<file path="src/rtl/assert_macros.svh">
// Assertion macros used by the rotozoom texel fetch core.
`ifndef ASSERT_MACROS_SVH
`define ASSERT_MACROS_SVH

`ifndef SYNTH
// Property that must hold at every clock edge out of reset.
`define ASSERT_CLK(label, prop, msg) \
    label: assert property (@(posedge clk) disable iff (!rst_n) prop) else $error(msg);
// Condition that must never be true at a clock edge out of reset.
`define ASSERT_NEVER(label, expr, msg) \
    label: assert property (@(posedge clk) disable iff (!rst_n) !(expr)) else $error(msg);
`else
`define ASSERT_CLK(label, prop, msg)
`define ASSERT_NEVER(label, expr, msg)
`endif

`endif

</file>
<file path="src/rtl/rtz_pkg.sv">
// Types and constants shared by the rotozoom texel fetch modules.
package rtz_pkg;

    localparam int COEF_W    = 18;
    localparam int FRAC_BITS = 14;
    localparam int TEX_SIZE  = 256;
    localparam int COORD_W   = $clog2(TEX_SIZE);
    localparam int PIX_W     = 11;
    localparam int ADDR_W    = 2 * COORD_W;
    localparam int TEXEL_W   = 8;
    localparam int PROD_W    = PIX_W + 1 + COEF_W;
    localparam int SUM_W     = PROD_W + 1;

    localparam logic signed [COEF_W-1:0] COS_RESET = 18'sd18022;
    localparam logic signed [COEF_W-1:0] SIN_RESET = 18'sd0;

    typedef enum logic
    {
        FUNC_WRITE  = 1'b0,
        FUNC_RENDER = 1'b1
    } func_t;

    typedef enum logic
    {
        REG_COS_ZOOM = 1'b0,
        REG_SIN_ZOOM = 1'b1
    } cfg_reg_t;

    typedef struct packed
    {
        logic signed [COEF_W-1:0] cos_zoom;
        logic signed [COEF_W-1:0] sin_zoom;
    } coef_t;

    typedef struct packed
    {
        func_t              func;
        logic [PIX_W-1:0]   pix_x;
        logic [PIX_W-1:0]   pix_y;
        logic [ADDR_W-1:0]  texel_addr;
        logic [TEXEL_W-1:0] texel_value;
    } s1_item_t;

    typedef struct packed
    {
        func_t                    func;
        logic signed [PROD_W-1:0] x_cos;
        logic signed [PROD_W-1:0] x_sin;
        logic signed [PROD_W-1:0] y_cos;
        logic signed [PROD_W-1:0] y_sin;
        logic [ADDR_W-1:0]        texel_addr;
        logic [TEXEL_W-1:0]       texel_value;
    } s2_item_t;

    // Truncate toward zero by the fraction bits, then wrap into the texture.
    // Arithmetic shift floors; a negative value with a nonzero fraction
    // needs one added back to round toward zero.
    function automatic logic [COORD_W-1:0] trunc_wrap(input logic signed [SUM_W-1:0] num);
        logic [SUM_W-FRAC_BITS-1:0] quot;
        logic                       round_up;
        quot     = num[SUM_W-1:FRAC_BITS];
        round_up = num[SUM_W-1] && (num[FRAC_BITS-1:0] != '0);
        return quot[COORD_W-1:0] + COORD_W'(round_up);
    endfunction

endpackage

</file>
<file path="src/rtl/rtz_mult_stage.sv">
// Pipeline stage that forms the four coordinate products of a pixel.
module rtz_mult_stage
    import rtz_pkg::*;
(
    input  logic     clk,
    input  logic     rst_n,
    input  coef_t    coef,
    input  logic     in_valid,
    input  s1_item_t in_item,
    output logic     in_ready,
    output logic     out_valid,
    output s2_item_t out_item,
    input  logic     out_ready
);

    logic                     valid_reg;
    s2_item_t                 item_reg;
    s2_item_t                 item_next;
    logic signed [PIX_W:0]    x_s;
    logic signed [PIX_W:0]    y_s;

    // Screen coordinates are unsigned; a zero sign bit makes them signed.
    always_comb
    begin
        x_s                   = $signed({1'b0, in_item.pix_x});
        y_s                   = $signed({1'b0, in_item.pix_y});
        item_next.func        = in_item.func;
        item_next.x_cos       = x_s * coef.cos_zoom;
        item_next.x_sin       = x_s * coef.sin_zoom;
        item_next.y_cos       = y_s * coef.cos_zoom;
        item_next.y_sin       = y_s * coef.sin_zoom;
        item_next.texel_addr  = in_item.texel_addr;
        item_next.texel_value = in_item.texel_value;
    end

    assign in_ready = !valid_reg || out_ready;

    // Stage valid moves whenever the stage can pass its item on.
    always_ff @(posedge clk or negedge rst_n)
    begin
        if (!rst_n)
        begin
            valid_reg <= 1'b0;
        end
        else if (in_ready)
        begin
            valid_reg <= in_valid;
        end
    end

    // Product payload loads only with a new item.
    always_ff @(posedge clk)
    begin
        if (in_valid && in_ready)
        begin
            item_reg <= item_next;
        end
    end

    assign out_valid = valid_reg;
    assign out_item  = item_reg;

endmodule

</file>
<file path="config.mk">
export PLATFORM = sky130hd
export DESIGN_NAME = rtz_mult_stage
export DESIGN_NICKNAME = d
export VERILOG_FILES = /design/src/rtl/assert_macros.svh /design/src/rtl/rtz_pkg.sv /design/src/rtl/rtz_mult_stage.sv
export SDC_FILE = /design/constraint.sdc
export NUM_CORES = 2
export LEC_CHECK = 0
export BUFFER_PORTS_ARGS = -buffer_cell sky130_fd_sc_hd__buf_2
export CORE_MARGIN = 1.5
export CORE_UTILIZATION = 35
export CTS_CLUSTER_DIAMETER = 200
export DETAILED_ROUTE_END_ITERATION = 6
export PLACE_DENSITY_LB_ADDON = 0.2
export SYNTH_ARGS = -nofsm -noshare
export SYNTH_HDL_FRONTEND = slang
export SYNTH_SLANG_ARGS = --single-unit
</file>
<file path="constraint.sdc">
create_clock -name clk -period 12.3 [get_ports clk]
set_input_delay 0.615 -clock clk [delete_from_list [all_inputs] [get_ports clk]]
set_output_delay 0.615 -clock clk [all_outputs]
set_load 0.01 [all_outputs]
</file>
==> flow_metrics.env <==
export IMPL_path_max_fanout=36
export IMPL_grt_start_max_net_pins=62
export IMPL_max_stage_delay_ps=660
export IMPL_synthArstFlopShare=0.00685
export IMPL_final_cells=5056
export IMPL_endpoint_kind="register"
export IMPL_crit_buf_inv=4
export IMPL_worst_skew_pair_late_latency_ps=500
export IMPL_status="complete, no violations"
export IMPL_clkTransAtPathRegs_ps=70
export IMPL_fp_dieArea_um2=98500
export IMPL_cts_num_sinks=146
export IMPL_worst_setup_path_start_kind="primary input"
export IMPL_path_cells="buf_2 > nand2_1 > fa_1 > inv_1 > fa_1 > fa_1 > fa_1 > inv_1 > fa_1 > inv_1 > ha_1 > nand4_1 > nor4_1 > nor2_1 > a32oi_1 > a311oi_2 > o211ai_1 > a2111o_1 > o211ai_1"
export IMPL_finClkSkew_ps=12.9
export IMPL_synth_area_um2=33800
export IMPL_max_clock_freq_mhz=154
export IMPL_min_period_over_period=0.529
export IMPL_wire_per_inst_um=15.6
export IMPL_post_place_cells=5025
export IMPL_routed_via_density=4.68
export IMPL_tightest_slew_ps=996
export IMPL_drt_total_wl_mm=78.6
export IMPL_relSlewSlack=0.336
export IMPL_syn_num_nets=4743
export IMPL_min_path_type="in2reg"
export IMPL_synthTopCellsByArea="fa_1 42%, edfxtp_1 13%, inv_1 11%"
export IMPL_routabilityCongestion=0.793
export IMPL_worstSetupPathType="in2reg"
export IMPL_setup_ws_ps=5790
export IMPL_dp_slack_ps=5420
export IMPL_finalSetupViolations=0
export IMPL_area_delta_synth_final_pct=8.47
export IMPL_grt_total_usage=0.170
export IMPL_drv_slew=0
export IMPL_num_vias=23700
export IMPL_final_cell_mix="997 x inv_1, 716 x fa_1, 609 x nand2_1"
export IMPL_finalHoldViolations=0
export IMPL_drt_pass1_iter_count=5
export IMPL_fin_crit_ps=6510
export IMPL_cts_buffer_depth=2
export IMPL_drtIter0Drc=1090
export IMPL_cts_htree_levels=4
export IMPL_nNetsFinal=4847
export IMPL_antenna_found_initial=10
export IMPL_cts_resized_gates=0
export IMPL_ant_nets=0
export IMPL_drc=0
export IMPL_synth_area_per_cell_um2=9.20
export IMPL_grt_use_met3=0.0206
export IMPL_grt_pass1_wl_mm=131
export IMPL_ios=234
export IMPL_yosysWarnings=0
export IMPL_synth_largest_area_cell="fa_1"
export IMPL_synth_edf_count=145
export IMPL_required_ps=12520
export IMPL_final_common_cell="inv_1"
export IMPL_io_buffers=233
export IMPL_synthDominantCellAreaShare=0.424
export IMPL_post_route_util=0.385
export IMPL_grt_busiest_layer="met2"
export IMPL_grt_overflow=0
export IMPL_grt_pass1_vias=24700
export IMPL_synth_cells=3676
export IMPL_tns_ps=0
export IMPL_crit_family="adder cells"
export IMPL_cts_root_buf="clkbuf_16"
export IMPL_synth_distinct_cells=71
export IMPL_diodes=0
export IMPL_die_height_um=314
export IMPL_placement_rows=113
export IMPL_postCtsHoldBufs=1
export IMPL_timing_critical_path_mode_cell="fa_1"
export IMPL_die_w_um=314
export IMPL_start_util=0.355
export IMPL_hpwl_mm=59.7
export IMPL_rsz0062_at_grt="no"
export IMPL_final_layout_size_suffix_gt1_frac=0.0789
export IMPL_post_cts_setup_buffer_count=0
export IMPL_cts_tree="done"
export IMPL_critPathSlowestCell="buf_2"
export IMPL_coreArea_um2=95300
export IMPL_ys_seq_area_frac=0.130
export IMPL_ys_ff_latch=146
export IMPL_grtUsageMet1=0.240
export IMPL_cap_violations=0
export IMPL_cts_made_buffers=17
export IMPL_arrival_ps=6730
export IMPL_use_met2=0.280
export IMPL_ys_flop_type="edfxtp_1"
registers in the layout, indices dropped and copies added, names as in the netlist:
| register | cells |
|---|---|
| out_item | 145 |
| out_valid | 1 |
path summary, 6_finish.rpt:
| path | from | endpoint | slack (ps) | cells past startpoint |
|---|---|---|---|---|
| max | in_item[30] | out_item[83] | 5790 | 19 |
| min | in_item[14] | out_item[14] | 290 | 1 |
| max reg2reg | out_valid | out_item[137] | 10170 | 3 |
| min reg2reg | out_valid | out_valid | 540 | 2 |
| max in group asynchronous | rst_n | out_valid | 11780 | 2 |
| min in group asynchronous | rst_n | out_valid | 430 | 2 |
logic make-up after synthesis:
kind of cell / Yosys count / share of synthesized area
AND/OR/NAND/NOR: 1037 / 0.141
adder cells (fa/ha/maj): 980 / 0.522
AO/OA/AOI/OAI: 255 / 0.0533
flip-flops: 146 / 0.130
XOR/XNOR: 99 / 0.0257
buffers and inverters: 1159 / 0.129
synthesized netlist by cell type, drive strengths merged, types with 2 or more instances:
cell	n
a211oi	14
edfxtp	145
inv	997
nand2b	16
or3	2
nor4b	3
a21o	30
and2	226
a2111oi	4
o211ai	10
o21a	15
nand2	609
nor2	73
a31oi	8
nand4b	3
nand3b	3
and3	15
a21boi	5
o31a	2
fa	716
xor2	19
nor3	28
o21bai	13
a21oi	77
o2111ai	4
or4	5
a2111o	3
o21ai	38
a221oi	2
nor2b	16
o311ai	8
o31ai	6
nor4	6
xnor2	80
nand4	8
a311oi	2
clkbuf	161
ha	264
nand3	19
o41ai	5
metal layers:
metal | wire, um | vias up
met5 | 105 | -
met4 | 828 | 16
met3 | 2610 | 43
met2 | 37600 | 342
met1 | 37500 | 12200
li1 | - | 11000
layout make-up:
| cell class | instances | area [um^2] |
|---|---|---|
| fill | 9857 | 58600 |
| inverter | 997 | 3740 |
| sequential | 146 | 4380 |
| tap | 1265 | 1580 |
| multi-input combinational | 2371 | 25100 |
| timing repair buffer | 247 | 1270 |
| clock inverter | 13 | 186 |
| clock buffer | 17 | 425 |
metrics by stage:
stage | cell area (um^2) | hold slack [ps]
floorplan | 33800 | 319
global placement | 36000 | 394
detailed placement | 36000 | 396
CTS | 36700 | 246
global route | 36700 | 261
finish | 36700 | 294
Power is not shown: default switching activity piles up to over one toggle a cycle in this logic, so the estimate is an artifact.
