File: config.mk
export PLATFORM = sky130hd
export DESIGN_NAME = rtz_coef_regs
export DESIGN_NICKNAME = d
export VERILOG_FILES = /design/src/rtl/assert_macros.svh /design/src/rtl/rtz_pkg.sv /design/src/rtl/rtz_coef_regs.sv
export SDC_FILE = /design/constraint.sdc
export NUM_CORES = 1
export LEC_CHECK = 0
export ABC_AREA = 1
export BUFFER_PORTS_ARGS = -buffer_cell sky130_fd_sc_hd__buf_2
export CAP_MARGIN = 20
export CORE_UTILIZATION = 30
export CTS_CLUSTER_DIAMETER = 50
export CTS_CLUSTER_SIZE = 30
export DETAILED_ROUTE_END_ITERATION = 8
export GPL_TIMING_DRIVEN = 0
export PLACE_DENSITY = 0.56
export SYNTH_ARGS = -nofsm -noshare
export SYNTH_HDL_FRONTEND = slang
export SYNTH_SLANG_ARGS = --single-unit
File: constraint.sdc
create_clock -name clk -period 0.81 [get_ports clk]
set_input_delay 0.081 -clock clk [delete_from_list [all_inputs] [get_ports clk]]
set_output_delay 0.081 -clock clk [all_outputs]
set_load 0.005 [all_outputs]
File: src/rtl/assert_macros.svh
// Assertion macros used by the rotozoom texel fetch core.
`ifndef ASSERT_MACROS_SVH
`define ASSERT_MACROS_SVH

`ifndef SYNTH
// Property that must hold at every clock edge out of reset.
`define ASSERT_CLK(label, prop, msg) \
    label: assert property (@(posedge clk) disable iff (!rst_n) prop) else $error(msg);
// Condition that must never be true at a clock edge out of reset.
`define ASSERT_NEVER(label, expr, msg) \
    label: assert property (@(posedge clk) disable iff (!rst_n) !(expr)) else $error(msg);
`else
`define ASSERT_CLK(label, prop, msg)
`define ASSERT_NEVER(label, expr, msg)
`endif

`endif

File: src/rtl/rtz_pkg.sv
// Types and constants shared by the rotozoom texel fetch modules.
package rtz_pkg;

    localparam int COEF_W    = 18;
    localparam int FRAC_BITS = 14;
    localparam int TEX_SIZE  = 256;
    localparam int COORD_W   = $clog2(TEX_SIZE);
    localparam int PIX_W     = 11;
    localparam int ADDR_W    = 2 * COORD_W;
    localparam int TEXEL_W   = 8;
    localparam int PROD_W    = PIX_W + 1 + COEF_W;
    localparam int SUM_W     = PROD_W + 1;

    localparam logic signed [COEF_W-1:0] COS_RESET = 18'sd18022;
    localparam logic signed [COEF_W-1:0] SIN_RESET = 18'sd0;

    typedef enum logic
    {
        FUNC_WRITE  = 1'b0,
        FUNC_RENDER = 1'b1
    } func_t;

    typedef enum logic
    {
        REG_COS_ZOOM = 1'b0,
        REG_SIN_ZOOM = 1'b1
    } cfg_reg_t;

    typedef struct packed
    {
        logic signed [COEF_W-1:0] cos_zoom;
        logic signed [COEF_W-1:0] sin_zoom;
    } coef_t;

    typedef struct packed
    {
        func_t              func;
        logic [PIX_W-1:0]   pix_x;
        logic [PIX_W-1:0]   pix_y;
        logic [ADDR_W-1:0]  texel_addr;
        logic [TEXEL_W-1:0] texel_value;
    } s1_item_t;

    typedef struct packed
    {
        func_t                    func;
        logic signed [PROD_W-1:0] x_cos;
        logic signed [PROD_W-1:0] x_sin;
        logic signed [PROD_W-1:0] y_cos;
        logic signed [PROD_W-1:0] y_sin;
        logic [ADDR_W-1:0]        texel_addr;
        logic [TEXEL_W-1:0]       texel_value;
    } s2_item_t;

    // Truncate toward zero by the fraction bits, then wrap into the texture.
    // Arithmetic shift floors; a negative value with a nonzero fraction
    // needs one added back to round toward zero.
    function automatic logic [COORD_W-1:0] trunc_wrap(input logic signed [SUM_W-1:0] num);
        logic [SUM_W-FRAC_BITS-1:0] quot;
        logic                       round_up;
        quot     = num[SUM_W-1:FRAC_BITS];
        round_up = num[SUM_W-1] && (num[FRAC_BITS-1:0] != '0);
        return quot[COORD_W-1:0] + COORD_W'(round_up);
    endfunction

endpackage

File: src/rtl/rtz_coef_regs.sv
// Per-frame rotation and zoom coefficient registers.
module rtz_coef_regs
    import rtz_pkg::*;
(
    input  logic              clk,
    input  logic              rst_n,
    input  logic              cfg_we,
    input  logic              cfg_index,
    input  logic [COEF_W-1:0] cfg_wdata,
    output coef_t             coef
);

    coef_t coef_reg;
    coef_t coef_next;

    // Decode the register index of a write.
    always_comb
    begin
        coef_next = coef_reg;
        if (cfg_we)
        begin
            case (cfg_reg_t'(cfg_index))
                REG_COS_ZOOM: coef_next.cos_zoom = $signed(cfg_wdata);
                REG_SIN_ZOOM: coef_next.sin_zoom = $signed(cfg_wdata);
                default:      coef_next = coef_reg;
            endcase
        end
    end

    always_ff @(posedge clk or negedge rst_n)
    begin
        if (!rst_n)
        begin
            coef_reg.cos_zoom <= COS_RESET;
            coef_reg.sin_zoom <= SIN_RESET;
        end
        else
        begin
            coef_reg <= coef_next;
        end
    end

    assign coef = coef_reg;

endmodule

==> out/metrics.csv, run 1 <==
stage,metric,value,unit
power,p_clk_share,42.1,%
sta,timing.fmax,0.9828,GHz
worst_setup_path,cp.depth,1,
die,coreArea,4504,um2
die,num_rows,24,
synth,syn-num-nets,178,
worst_setup_path,crit_type,reg2out,
worst_setup_path,worstPathMaxFanout,2,
sta,worst_slack,-207.5,ps
grt,grt_pass1_vias,1276,
worst_setup_path,crit_required,730,ps
worst_setup_path,cp_num_buf_inv,1,
sta,setup_tns,-3368,ps
worst_setup_path,crit_arrival,940,ps
layout,final_cell_mix,"nand2_1 (70), buf_2 (56), nand3_1 (36)",
worst_setup_path,worstSetupStartpointType,flop,
sta,setup_viol,36,
die,die_y,71.53,um
clock_tree,htreeDepth,2,
synth,synth_area,1450,um2
grt,grt_pass1_wl,6051,um
worst_setup_path,crit_path_max_incr_delay,540,ps
clock_tree,cts_sinks,36,
synth,yosys_warnings,0,
drt,vias_per_cell,4.533,
synth,synth-seq-cells,36,
layout,regArea,909.6,um2
run,max_cap_viol_count,0,
power,switching_share,22.73,%
clock_tree,root_buffer,clkbuf_8,
sta,grt_setup_unrepaired,true,
layout,fillers,474,
sta,slew_headroom,46.64,%
die,die_w,71.53,um
synth,synth_cell_type_count,10,
clock_tree,numCtsBuffers,5,
die,boundaryPins,58,
worst_setup_path,rrSetupSlack,20,ps
clock_tree,clk_pin_slew,80,ps
sta,clock_skew,0,ps
drt,dr.pass1.iters,4,
drt,drc,0,
worst_setup_path,cp_top_family,flip-flops,
power,p_int,4.050,mW
worst_setup_path,cp-startpoint,coef[23],
synth,avgSynthCellArea,9.296,um2
place,dp_slack,-150.2,ps
place,dpl.hpwl,2535,um
worst_setup_path,slowest_stage,dfstp_2,
power,p_seq_share,41.4,%
status,status,finished with violations,
layout,final_cells,289,
layout,layout.nets,258,
power,ir_worst_vdd,938.6,uV
worst_setup_path,path_cells,buf_2,
synth,synth-seq-area-share,62.73,%
place,numPortBuffers,57,
sta,hold_viol,29,
clock_tree,cts_tree,built,
grt,gr-usage-all-layers,15.48,%
grt,grt_max_degree,37,
grt,grt_antenna_before_repair,0,
place,routabilityCongestion,0.7421,
power,powerDensity,2490,nW/um2
layout,area_growth,45.13,%
layout,diodes,0,
min_path,hold_path_class,in2async,
sta,slew_viol_final,0,
layout,mostFrequentLayoutCell,nand2_1,
layout,drive_above_1_share,43.04,%
die,start_util,32.19,%
power,total_power,5.241,mW
power,p_sw,1.191,mW
sta,whs,-131.1,ps
drt,post_drt_wl_per_cell,12.65,um
drt,wirelength,3655,um
drt,num_vias,1310,
clock_tree,cts_buffer_depth,2,
sta,tightestPinTransition,800.5,ps
die,dieArea,5116,um2
worst_setup_path,critPathCaptureType,output pin,
sta,post-route-min-period,1017,ps
worst_setup_path,cp-endpoint,coef[23],
synth,syn_inst,156,
drt,final_antenna_net_count,0,
worst_setup_path,r2r-end,coef[11],
grt,overflow,0,
worst_setup_path,ff2ff_path_depth,4,
drt,drt_iter0_drc,44,
place,dp_cells,265,
layout,multiInputGateArea,473.0,um2
clock_tree,clk-insertion-delay-late,290,ps
power,leakage,1.200,nW
layout,largest_reg_flops,36,
power,comb_power_share,16.5,%
status,violations,"negative hold slack, negative setup slack",
sta,post-route-period-util,125.6,%
worst_setup_path,r2r-start,coef[11],
cells in the mapped netlist, drive strengths merged:
library cell,instances,area (um2)
buf,9,68.81
dfrtp,29,725.7
dfstp,7,183.9
inv,1,3.750
nand2,74,287.8
nand3,36,180.2
layout make-up:
type | count | share of cell area, %
Timing Repair Buffer | 73 | 20.21
Tap cell | 52 | 3.092
Clock inverter | 3 | 4.281
Buffer | 9 | 3.270
Inverter | 1 | 0.1784
Clock buffer | 5 | 3.270
Sequential cell | 36 | 43.22
Multi-Input combinational cell | 110 | 22.47
routing by layer:
layer  GRT usage (%)  vias up  wire [um]
met3           3.797        8        168
met4           6.536        0         61
met2           26.24       40       1778
met5               0        -          0
li1                -      660          -
met1           18.88      602       1645
worst min path at each step:
stage	end	depth (start not counted)
2_1_floorplan	coef[0]	0
3_3_place_gp	coef[8]	1
3_5_place_dp	coef[8]	1
4_1_cts	coef[26]	1
5_1_grt	coef[29]	1
6_report	coef[7]	1
power groups by stage:
stage	clock network, mW	logic, mW	registers [mW]
after floorplan	0	0.284	2.22
after global placement	0	0.696	2.20
after detailed placement	0	0.706	2.21
after CTS	2.25	0.790	2.17
after global routing	2.34	0.980	2.20
final	2.21	0.864	2.17
through the flow:
step	util, %	hold slack [ps]	cell area (um2)
2_1_floorplan	-	-214.6	1450
3_3_place_gp	39.97	220.3	1800
3_5_place_dp	39.97	220.5	1800
4_1_cts	44.97	-100.8	2026
5_1_grt	46.72	-70.74	2105
6_report	46.72	-131.1	2105
cell families after synthesis:
logic type	Yosys count	synth area share, %
buf+inv	10	5.004
flops	36	62.73
simple gates	110	32.27
repair_timing:
item | CTS | global route
buffers inserted | 8 | 8
endpoints found under the setup margin | 36 | 37
endpoints found under the hold margin | 29 | 29
gates cloned | 0 | 0
gates resized for setup | 1 | 5
pin swaps | 0 | 1
No activity file was read; power rests on OpenSTA's default activity.
==> inputs of run 2 (changes only) <==
Settings changed: CAP_MARGIN 20 to default, CORE_UTILIZATION 30 to 47, PLACE_DENSITY 0.56 to 0.8.
==> out/metrics.csv, run 2 (synthesis gave the netlist of run 1 again) <==
stage,metric,value,unit
status,status,finished with violations,
status,violations,"design-rule violations, negative hold slack, negative setup slack",
worst_setup_path,slowest_stage,dfstp_2,
clock_tree,numCtsBuffers,5,
place,dpl.hpwl,2282,um
grt,gr-usage-all-layers,24.33,%
drt,post_drt_wl_per_cell,13.15,um
drt,wirelength,3853,um
power,p_clk_share,24.8,%
die,start_util,51.26,%
layout,layout.nets,283,
sta,post-route-period-util,131.1,%
grt,grt_max_degree,37,
drt,dr.pass1.iters,6,
die,num_rows,19,
drt,met2_length,2004,um
drt,wl_met1,1606,um
worst_setup_path,crit_type,reg2out,
drt,top_layer,met4,
layout,area_growth,53.41,%
grt,grt_pass1_vias,1345,
worst_setup_path,cp_top_family,flip-flops,
worst_setup_path,worstSetupStartpointType,flop,
worst_setup_path,cp_num_buf_inv,1,
die,dieArea,3311,um2
sta,tightestPinTransition,747.3,ps
layout,largest_reg_flops,36,
drt,drt_iter0_drc,54,
power,switching_share,26.37,%
drt,wl_met3,228,um
drt,drc,4,
power,p_seq_share,51.1,%
power,leakage,1.272,nW
sta,whs,-202.6,ps
power,comb_power_share,24.1,%
sta,slew_headroom,50.18,%
clock_tree,root_buffer,clkbuf_4,
clock_tree,cts_tree,built,
sta,slew_viol_final,0,
sta,hold_viol,29,
min_path,hold_path_class,in2async,
clock_tree,clk-insertion-delay-late,320,ps
clock_tree,cts_buffer_depth,2,
power,p_sw,1.122,mW
die,die_w,57.55,um
power,powerDensity,1913,nW/um2
sta,setup_tns,-5253,ps
worst_setup_path,crit_required,730,ps
die,coreArea,2829,um2
place,routabilityCongestion,0.7695,
clock_tree,htreeDepth,2,
grt,overflow,0,
drt,num_vias,1436,
layout,drive_above_1_share,42.37,%
grt,grt_antenna_before_repair,0,
sta,worst_slack,-251.5,ps
drt,vias_per_cell,4.901,
sta,grt_setup_unrepaired,true,
drt,final_antenna_net_count,0,
power,total_power,4.256,mW
sta,timing.fmax,0.9420,GHz
power,p_int,3.134,mW
grt,grt_pass1_wl,5913,um
place,dp_slack,-133.8,ps
worst_setup_path,critPathCaptureType,output pin,
worst_setup_path,worstPathMaxFanout,2,
clock_tree,clk_pin_slew,110,ps
place,numPortBuffers,57,
layout,final_cell_mix,"nand2_1 (68), buf_2 (57), nand3_1 (36)",
die,boundaryPins,58,
power,ir_worst_vdd,1131,uV
run,max_cap_viol_count,0,
sta,clock_skew,0,ps
sta,post-route-min-period,1062,ps
worst_setup_path,crit_arrival,980,ps
layout,mostFrequentLayoutCell,nand2_1,
sta,setup_viol,41,
die,die_y,57.55,um
clock_tree,cts_sinks,36,
worst_setup_path,crit_path_max_incr_delay,550,ps
worst_setup_path,path_cells,buf_2,
layout,diodes,0,
-- run 2: changes by cell type in the layout (fill, tap and decap cells not counted), sizes merged --
cell,previous run,this run
bufinv,3,0
dlygate4sd3,0,17
buf,82,90
clkbuf,5,8
-- run 2: power by group through the flow --
| stage | Sequential, mW | Clock [mW] | Combinational (mW) |
|---|---|---|---|
| after floorplan | 2.22 | 0 | 0.284 |
| after global placement | 2.20 | 0 | 0.680 |
| after detailed placement | 2.20 | 0 | 0.701 |
| after CTS | 2.16 | 1.06 | 0.864 |
| after global routing | 2.20 | 1.16 | 1.13 |
| final | 2.18 | 1.05 | 1.03 |
-- run 2: timing repair --
action | 4_1_cts | 5_1_grt
pin swaps | 0 | 2
buffers inserted | 13 | 11
hold buffers | 13 | 4
resized for setup | 0 | 9
endpoints found under the hold margin | 43 | 33
cloned | 0 | 0
setup endpoints to repair | 36 | 36
-- run 2: worst paths after layout --
| kind | to | startpoint | cells after the start | slack, ps |
|---|---|---|---|---|
| worst max-delay path | coef[19] | coef[19] | 1 | -250 |
| worst min-delay path | coef[11] | rst_n | 1 | -200 |
| worst max register to register | coef[26] | coef[26] | 4 | -40 |
| worst min register to register | coef[27] | coef[27] | 2 | 470 |
| max in group asynchronous | coef[1] | rst_n | 1 | 520 |
| min in group clk | coef[0] | cfg_wdata[0] | 3 | 20 |
-- run 2: metrics by stage --
| step | utilization [%] | cell area (um2) | instances | hold WS, ps |
|---|---|---|---|---|
| CTS | 73.20 | 2071 | 278 | -179.4 |
| global route | 78.64 | 2225 | 293 | -148.7 |
| floorplan | - | 1450 | 156 | -214.6 |
| finish | 78.64 | 2225 | 293 | -202.6 |
| detailed placement | 62.72 | 1774 | 244 | 194.0 |
| global placement | 62.72 | 1774 | 244 | 192.7 |
-- run 2: per-layer routing --
metal	up-vias	GRT usage (%)
met4	0	5.575
met3	2	8.163
li1	706	-
met2	53	41.53
met1	675	29.91
met5	-	0
-- run 2: layout make-up --
type / instances / area (um2)
Inverter: 1 / 3.754
Fill cell: 219 / 604.3
Sequential cell: 36 / 909.6
Tap cell: 31 / 38.79
Clock buffer: 8 / 68.82
Multi-Input combinational cell: 110 / 478.0
Timing Repair Buffer: 98 / 656.9
Buffer: 9 / 68.82
